File: src/bgs_pkg.sv
// ---------------------------------------------------------------------------
// bgs_pkg
// Shared constants, register indexes and types for the biquad, gain and
// soft saturator unit.
// ---------------------------------------------------------------------------
package bgs_pkg;

  localparam int ChannelsDef = 2;
  localparam int SampleW     = 24;
  localparam int CoefW       = 32;
  localparam int GainW       = 16;
  localparam int StateW      = 48;
  localparam int CfgIdxW     = 3;

  localparam logic [GainW-1:0] UnityGain = 16'd4096;
  localparam logic [23:0]      ThreshQ20 = 24'd838861;

  typedef enum logic [CfgIdxW-1:0] {
    REG_B0   = 3'd0,
    REG_B1   = 3'd1,
    REG_B2   = 3'd2,
    REG_A1   = 3'd3,
    REG_A2   = 3'd4,
    REG_GAIN = 3'd5
  } cfg_reg_t;

  typedef enum logic [3:0] {
    ST_IDLE,
    ST_MB0,
    ST_Y,
    ST_MB1,
    ST_MA1,
    ST_MB2,
    ST_MA2,
    ST_GAIN,
    ST_SQ,
    ST_DIV,
    ST_DONE
  } state_t;

endpackage

File: src/biquad_gain_soft_saturator_unit.sv
// ---------------------------------------------------------------------------
// biquad_gain_soft_saturator_unit
// Biquad filter (transposed DF-II), drive gain and soft saturator on a
// stream of channel-tagged Q3.20 samples.
// ---------------------------------------------------------------------------
// One word at a time. A shared shift-add multiplier takes two operand bits
// per cycle, and each multiply step holds the sequencer until its product
// is handed off. The five filter products, the gain product and the square
// of the overshoot run on it in turn, and the soft-clip quotient comes from
// a restoring divider one quotient bit per cycle. Soft clipping adds the
// square and divide steps, and a finished word also waits for the output
// register. The result sits in an output register, and the next word is
// accepted once that register has been loaded.
module biquad_gain_soft_saturator_unit #(
  parameter int CHANNELS = bgs_pkg::ChannelsDef
) (
  input  logic                        clk,
  input  logic                        rst_n,
  input  logic                        in_valid,
  output logic                        in_ready,
  input  logic signed [bgs_pkg::SampleW-1:0] in_sample_in,
  input  logic                        in_channel,
  output logic                        out_valid,
  input  logic                        out_ready,
  output logic signed [bgs_pkg::SampleW-1:0] out_sample_out,
  input  logic                        cfg_we,
  input  logic [bgs_pkg::CfgIdxW-1:0] cfg_index,
  input  logic [bgs_pkg::CoefW-1:0]   cfg_data
);
  import bgs_pkg::*;

  localparam int ChW = (CHANNELS > 1) ? $clog2(CHANNELS) : 1;
  localparam int MulW = 64;

  // configuration registers
  logic signed [CoefW-1:0] b0_r, b1_r, b2_r, a1_r, a2_r;
  logic [GainW-1:0] gain_r;

  always_ff @(posedge clk) begin
    if (!rst_n) begin
      b0_r <= 32'sd268435456;
      b1_r <= '0;
      b2_r <= '0;
      a1_r <= '0;
      a2_r <= '0;
      gain_r <= UnityGain;
    end else if (cfg_we) begin
      case (cfg_index)
        REG_B0:   b0_r <= cfg_data;
        REG_B1:   b1_r <= cfg_data;
        REG_B2:   b2_r <= cfg_data;
        REG_A1:   a1_r <= cfg_data;
        REG_A2:   a2_r <= cfg_data;
        REG_GAIN: gain_r <= cfg_data[GainW-1:0];
        default: ;
      endcase
    end
  end

  // per-channel filter state
  logic signed [StateW-1:0] s1_r [CHANNELS];
  logic signed [StateW-1:0] s2_r [CHANNELS];

  state_t state_r, state_nxt;
  logic [ChW-1:0] ch_r;
  logic signed [SampleW-1:0] x_r, y_r;
  logic signed [StateW+1:0] acc_r;
  logic signed [47:0] p_r;
  logic neg_r;
  logic [43:0] d_r;
  logic out_valid_r;
  logic signed [SampleW-1:0] out_r;

  // serial multiplier: multiplicand mc_r times multiplier mp_r, 2 bits/cycle
  logic signed [MulW-1:0] mc_r, mp_r, prod_r;
  logic [5:0] mcnt_r;
  logic mbusy_r, mstart;
  logic signed [MulW-1:0] mc_in, mp_in;
  logic [5:0] mcnt_in;

  // divider: quotient of dnum_r / den_r, one bit per cycle
  logic [43:0] quo_r;
  logic [44:0] rem_r;
  logic [47:0] dnum_r;
  logic [44:0] den_r;
  logic [5:0] dcnt_r;

  logic accept;
  assign in_ready = (state_r == ST_IDLE);
  assign accept = in_valid && in_ready;
  assign out_valid = out_valid_r;
  assign out_sample_out = out_r;

  // channel index wraps modulo CHANNELS
  logic [ChW-1:0] ch_in;
  always_comb begin
    if (CHANNELS > 1) ch_in = ChW'(in_channel);
    else ch_in = '0;
  end

  // helpers
  function automatic logic signed [StateW+1:0] sat48(input logic signed [StateW+1:0] v);
    logic signed [StateW+1:0] hi, lo;
    hi = {3'b000, {(StateW-1){1'b1}}};
    lo = ~hi;
    if (v > hi) return hi;
    if (v < lo) return lo;
    return v;
  endfunction

  logic signed [StateW+1:0] prod_sh;
  assign prod_sh = (StateW+2)'(prod_r >>> 8);

  // saturated state update
  logic signed [StateW+1:0] snew;
  assign snew = sat48(acc_r - prod_sh);

  // rounded filter output
  logic signed [StateW+1:0] yr;
  logic signed [SampleW-1:0] ysat;
  always_comb begin
    yr = (acc_r + 50'sd524288) >>> 20;
    if (yr > 50'sd8388607) ysat = 24'sh7FFFFF;
    else if (yr < -50'sd8388608) ysat = 24'sh800000;
    else ysat = yr[SampleW-1:0];
  end

  logic signed [47:0] pg;
  assign pg = (48'(prod_r) + 48'sd2048) >>> 12;
  logic signed [47:0] thr;
  assign thr = 48'(ThreshQ20);

  // next state
  always_comb begin
    state_nxt = state_r;
    case (state_r)
      ST_IDLE: if (accept) state_nxt = ST_MB0;
      ST_MB0:  if (!mbusy_r && !mstart) state_nxt = ST_Y;
      ST_Y:    state_nxt = ST_MB1;
      ST_MB1:  if (!mbusy_r && !mstart) state_nxt = ST_MA1;
      ST_MA1:  if (!mbusy_r && !mstart) state_nxt = ST_MB2;
      ST_MB2:  if (!mbusy_r && !mstart) state_nxt = ST_MA2;
      ST_MA2:  if (!mbusy_r && !mstart) state_nxt = ST_GAIN;
      ST_GAIN: if (!mbusy_r && !mstart) begin
        if (gain_r > UnityGain && (pg > thr || pg < -thr)) state_nxt = ST_SQ;
        else state_nxt = ST_DONE;
      end
      ST_SQ:   if (!mbusy_r && !mstart) state_nxt = ST_DIV;
      ST_DIV:  if (dcnt_r == 6'd0) state_nxt = ST_DONE;
      ST_DONE: if (!out_valid_r || out_ready) state_nxt = ST_IDLE;
      default: state_nxt = ST_IDLE;
    endcase
  end

  // multiplier launch: start in the first cycle of each multiply state
  logic started_r;
  always_comb begin
    mstart = 1'b0;
    mc_in = '0;
    mp_in = '0;
    mcnt_in = 6'd12;
    if (!started_r) begin
      case (state_r)
        ST_MB0: begin mstart = 1'b1; mc_in = MulW'(b0_r); mp_in = MulW'(x_r); end
        ST_MB1: begin mstart = 1'b1; mc_in = MulW'(b1_r); mp_in = MulW'(x_r); end
        ST_MA1: begin mstart = 1'b1; mc_in = MulW'(a1_r); mp_in = MulW'(y_r); end
        ST_MB2: begin mstart = 1'b1; mc_in = MulW'(b2_r); mp_in = MulW'(x_r); end
        ST_MA2: begin mstart = 1'b1; mc_in = MulW'(a2_r); mp_in = MulW'(y_r); end
        ST_GAIN: begin
          mstart = 1'b1; mc_in = MulW'($signed({1'b0, gain_r})); mp_in = MulW'(y_r);
        end
        ST_SQ: begin
          mstart = 1'b1; mc_in = MulW'(d_r); mp_in = MulW'(d_r); mcnt_in = 6'd22;
        end
        default: ;
      endcase
    end
  end

  // radix-4 signed shift-add step
  logic signed [MulW-1:0] pp;
  always_comb begin
    pp = '0;
    if (mp_r[0]) pp = pp + mc_r;
    if (mp_r[1]) pp = pp + (mc_r <<< 1);
    // top digit of a signed multiplier carries negative weight
    if (mcnt_r == 6'd1 && mp_r[1]) pp = pp - (mc_r <<< 2);
  end

  always_ff @(posedge clk) begin
    if (!rst_n) begin
      mbusy_r <= 1'b0;
      started_r <= 1'b0;
    end else begin
      if (state_nxt != state_r) started_r <= 1'b0;
      else if (mstart) started_r <= 1'b1;
      if (mstart) mbusy_r <= 1'b1;
      else if (mbusy_r && mcnt_r == 6'd1) mbusy_r <= 1'b0;
    end
  end

  always_ff @(posedge clk) begin
    if (mstart) begin
      mc_r <= mc_in;
      mp_r <= mp_in;
      prod_r <= '0;
      mcnt_r <= mcnt_in;
    end else if (mbusy_r) begin
      prod_r <= prod_r + pp;
      mc_r <= mc_r <<< 2;
      mp_r <= mp_r >>> 2;
      mcnt_r <= mcnt_r - 6'd1;
    end
  end

  // datapath, control part
  always_ff @(posedge clk) begin
    if (!rst_n) begin
      state_r <= ST_IDLE;
      out_valid_r <= 1'b0;
      for (int i = 0; i < CHANNELS; i++) begin
        s1_r[i] <= '0;
        s2_r[i] <= '0;
      end
    end else begin
      state_r <= state_nxt;
      if (out_valid_r && out_ready) out_valid_r <= 1'b0;
      if (state_r == ST_DONE && state_nxt == ST_IDLE) out_valid_r <= 1'b1;
      if (state_r == ST_MA1 && state_nxt == ST_MB2) s1_r[ch_r] <= snew[StateW-1:0];
      if (state_r == ST_MA2 && state_nxt == ST_GAIN) s2_r[ch_r] <= snew[StateW-1:0];
    end
  end

  // datapath, payload part
  logic [44:0] rtry;
  logic signed [47:0] pfin;
  assign rtry = {rem_r[43:0], dnum_r[47]} - den_r;

  always_comb begin
    pfin = p_r;
    if (state_r == ST_DONE && neg_r) pfin = -thr - 48'(quo_r);
    else if (state_r == ST_DONE && d_r != '0) pfin = thr + 48'(quo_r);
  end

  always_ff @(posedge clk) begin
    if (accept) begin
      x_r <= in_sample_in;
      ch_r <= ch_in;
      d_r <= '0;
      neg_r <= 1'b0;
    end
    case (state_r)
      ST_MB0: if (state_nxt == ST_Y)
        acc_r <= prod_sh + (StateW+2)'(s1_r[ch_r]);
      ST_Y: y_r <= ysat;
      ST_MB1: if (state_nxt == ST_MA1)
        acc_r <= prod_sh + (StateW+2)'(s2_r[ch_r]);
      ST_MB2: if (state_nxt == ST_MA2) acc_r <= prod_sh;
      ST_GAIN: if (!mbusy_r && !mstart) begin
        p_r <= pg;
        // soft clip only above unity gain
        if (gain_r > UnityGain) begin
          if (pg > thr) d_r <= 44'(pg - thr);
          else if (pg < -thr) begin
            d_r <= 44'(-thr - pg);
            neg_r <= 1'b1;
          end
        end
      end
      ST_SQ: if (!mbusy_r && !mstart) begin
        den_r <= 45'(1 << 20) + 45'(prod_r >>> 20);
        dnum_r <= 48'(d_r) << 20;
        rem_r <= '0;
        quo_r <= '0;
        dcnt_r <= 6'd48;
      end
      ST_DIV: if (dcnt_r != 6'd0) begin
        dcnt_r <= dcnt_r - 6'd1;
        dnum_r <= dnum_r << 1;
        if (!rtry[44]) begin
          rem_r <= rtry;
          quo_r <= {quo_r[42:0], 1'b1};
        end else begin
          rem_r <= {rem_r[43:0], dnum_r[47]};
          quo_r <= {quo_r[42:0], 1'b0};
        end
      end
      ST_DONE: if (state_nxt == ST_IDLE) begin
        if (pfin > 48'sd8388607) out_r <= 24'sh7FFFFF;
        else if (pfin < -48'sd8388608) out_r <= 24'sh800000;
        else out_r <= pfin[SampleW-1:0];
      end
      default: ;
    endcase
  end

endmodule

File: config.mk
export PLATFORM = sky130hd
export DESIGN_NAME = biquad_gain_soft_saturator_unit
export DESIGN_NICKNAME = d
export VERILOG_FILES = /design/src/bgs_pkg.sv /design/src/biquad_gain_soft_saturator_unit.sv
export SDC_FILE = /design/constraint.sdc
export NUM_CORES = 2
export LEC_CHECK = 0
export CORE_UTILIZATION = 25
export DETAILED_ROUTE_END_ITERATION = 7
export DONT_BUFFER_PORTS = 1
export PLACE_DENSITY = 0.51
export SLEW_MARGIN = 40
export SYNTH_ARGS = -nofsm -noshare
export SYNTH_HDL_FRONTEND = slang
export SYNTH_SLANG_ARGS = --single-unit
export TNS_END_PERCENT = 1
File: constraint.sdc
create_clock -name clk -period 21.3 [get_ports clk]
set_input_delay 0 -clock clk [delete_from_list [all_inputs] [get_ports clk]]
set_output_delay 0 -clock clk [all_outputs]
set_load 0.02 [all_outputs]
==> qor.yml <==
finish:
  fin_nets: 7432
  final_common_cell: "nand2_1"
  area_growth_pct: 13.64
  final_cell_mix: "nand2_1 (1005), edfxtp_1 (643), nor2_1 (552)"
  layout-drive-gt1-share_pct: 6.777
  finish.utilization_pct: 28.68
cts:
  cts_buffer_depth: 3
  hold_buffers: 118
  cts.sinks: 936
  root_buffer: "clkbuf_16"
  cts-buffers-inserted: 106
  clock_latency_ps: 760
  cts_tree: "done"
  post_cts_buffers: 0
  clk_pin_slew_ps: 60
  cts_resized: 0
  cts_max_level: 3
sta:
  slew_headroom_pct: 32.74
  post-route-min-period_ps: 10620
  final_max_slew_viol_count: 0
  setup_viol: 0
  worst_slack_ps: 10680
  worst_pin_slew_ps: 1006
  fin_crit_sh_pct: 49.85
  fin_tns_setup_ps: 0
  finClkSkew_ps: 52.94
  rsz0062_at_grt: "no"
  hold_viol_final: 0
  clock.fmax_ghz: 0.09418
critical_path:
  crit_slowest_cell: "o21ai_0"
  cp_common_cell: "a21oi_1"
  path_max_fanout: 46
  critPathLaunchType: "register"
  slowest_delay_ps: 620
  worstSetupEndpointType: "register"
  crit_type: "register to register"
  cp_data_required_time_ps: 21980
  arrival_ps: 11300
power_and_ir_drop:
  p_per_area_nw_per_um2: 152.8
  power_frac_seq_pct: 23.9
  pwr-share-clk_pct: 17.5
  swShare_pct: 46.85
  internal_power_uw: 5815
  p_comb_share_pct: 58.6
  ir_drop_mv: 0.09925
  p_sw_uw: 5126
  p_leak_uw: 0.02689
die:
  core-area_um2: 249600
  ioPinCount: 91
  fp.dieH_um: 504.0
  floorplan.initialDensity_pct: 25.24
  die_x_um: 504.0
  num_rows: 183
  die_area_um2: 254000
synthesis:
  synth-edff-count: 643
  synth.area.mux_share_pct: 3.224
  ys_types: 101
  netlist_area_um2: 62990
  ys.flop_type: "edfxtp_1"
  postSynth.asyncResetShare_pct: 0
  synth.net_count: 7524
  synth_top_family_by_area: "compound AO/OA/AOI/OAI gates"
  synth-seq-area-share_pct: 39.96
  avgSynthCellArea_um2: 8.838
  synth_adder_area_share_pct: 6.714
  synth_compound_area_share_pct: 23.32
  netlist_instances: 7127
  yosys.area_share.simple_pct: 16.54
  synth_xor_area_share_pct: 5.899
  yosys_warnings: 0
  synth-seq-cells: 936
run_status:
  violations: "design-rule violations"
  outcome: "finished with violations"
placement:
  pre_cts_ws_ps: 10690
  place_congestion: 0.9406
  io_buffers: 0
  dp_hpwl_um: 162500
min_path:
  worstHoldPathType: "input port to register"
detailed_routing:
  drc_errors: 1
  vias: 55019
  avgViaCountPerCell: 5.257
  ant_nets: 0
  initialDrtViolationCount: 5736
  detail_route.wl_per_cell_um: 21.74
  wirelength_um: 227600
  firstDrtPassIters: 8
grt:
  grt_first_pass_wirelength_um: 337600
  grt_usage_pct: 17.17
  overflow: 0
  first_global_vias: 52625
  grt_start_max_net_pins: 185
  antenna_found_initial: 21
run:
  cap_violations: 0
power by group through the flow:
stage          sequential, uW  clock [uW]  combinational, uW
5_1_grt                  2650        2010               7030
3_5_place_dp             2640           0               6270
3_3_place_gp             2640           0               6250
4_1_cts                  2610        1950               6340
6_report                 2620        1910               6410
2_1_floorplan            2450           0               4800
worst max-delay path, delay by kind of cell, from the launching register on:
family | cells | cell delay (ps)
simple gates | 8 | 1880
fa+ha+maj | 5 | 1950
xor+xnor | 3 | 500
buf+inv | 2 | 530
mux | 1 | 300
flops | 1 | 410
compound gates | 21 | 4970
final cells by class:
type	instances	area, um^2
clock inverters	48	510.5
multi-input cells	5485	35520
diodes	9	22.52
repair buffers	224	2057
inverters	282	1069
clock buffers	152	3057
well taps	3330	4167
flip-flops and latches	936	25180
fillers	26423	178000
logic make-up after synthesis:
| kind of cell | Yosys count |
|---|---|
| AND/OR/NAND/NOR | 2325 |
| AO/OA/AOI/OAI | 2266 |
| flip-flops | 936 |
| buffers and inverters | 706 |
| XOR/XNOR | 420 |
| adder cells (fa/ha/maj) | 335 |
| multiplexers | 139 |
synthesized netlist by cell type, types with 18 or more instances:
cell type	number	area, um^2
nand2_1	1012	3799
edfxtp_1	643	19310
nor2_1	562	2110
a21oi_1	543	2718
o21ai_0	536	2683
clkbuf_1	350	1314
ha_1	326	4079
dfxtp_1	293	5866
inv_1	274	1028
xnor2_1	263	2303
a21o_1	244	1832
a21boi_0	192	1441
nand3_1	155	775.7
xor2_1	152	1331
nor3_1	123	615.6
and2_1	82	513.0
a22oi_1	75	563.0
a31oi_1	70	437.9
and3_1	69	431.7
nand2b_1	64	400.4
nand4_1	62	387.9
mux2i_1	60	600.6
o21bai_1	58	435.4
mux4_2	48	1081
a211oi_1	47	352.8
o211ai_1	44	330.3
o21a_1	44	330.3
o31ai_1	44	330.3
a22o_1	42	367.9
nor4_1	42	262.8
nor2b_1	41	256.5
buf_1	38	142.6
o22ai_1	37	231.5
a221oi_1	35	306.5
a222oi_1	34	340.3
mux2_2	31	349.1
buf_2	27	135.1
or2_2	24	150.1
or3_1	23	143.9
a221o_1	20	200.2
o221ai_1	20	175.2
o21ai_1	19	95.09
and4_1	18	157.7
metal layers:
layer | wire [um] | global-route usage [%] | vias to the layer above
met5 | 54 | 0 | -
li1 | - | - | 25885
met2 | 99600 | 26.65 | 1954
met4 | 5600 | 4.316 | 8
met1 | 105400 | 24.59 | 26894
met3 | 16890 | 2.697 | 278
registers in the layout, summed over array words and instances (netlist names), 36 cells and up, named ones only:
register and count:
acc_r 50, d_r 44, den_r 45, mc_r 64
mp_r 55, p_r 36, prod_r 64, quo_r 44
rem_r 44, s1_r 96, s2_r 96
stage by stage:
step                total power (uW)  cell area, um^2  hold WS, ps  cells
global placement                8890            66450        98.92  10129
CTS                            10890            71350        20.85  10447
global route                   11690            71570        71.81  10458
detailed placement              8917            66570        98.92  10129
floorplan                       7245            62990        98.87   7127
finish                         10940            71590        60.15  10466
final timing paths:
check	startpoint	endpoint	slack (ps)	depth (start not counted)
worst max-delay path	mp_r[0]$_DFFE_PN_	prod_r[63]$_SDFFE_PP0P_	10680	40
worst max register to register	mp_r[0]$_DFFE_PN_	prod_r[63]$_SDFFE_PP0P_	10680	40
worst min register to register	a2_r[11]$_SDFFE_PN0P_	a2_r[11]$_SDFFE_PN0P_	460	2
worst min-delay path	cfg_we	b0_r[18]$_SDFFE_PN0P_	60	4
No activity file was read; power rests on OpenSTA's default activity.
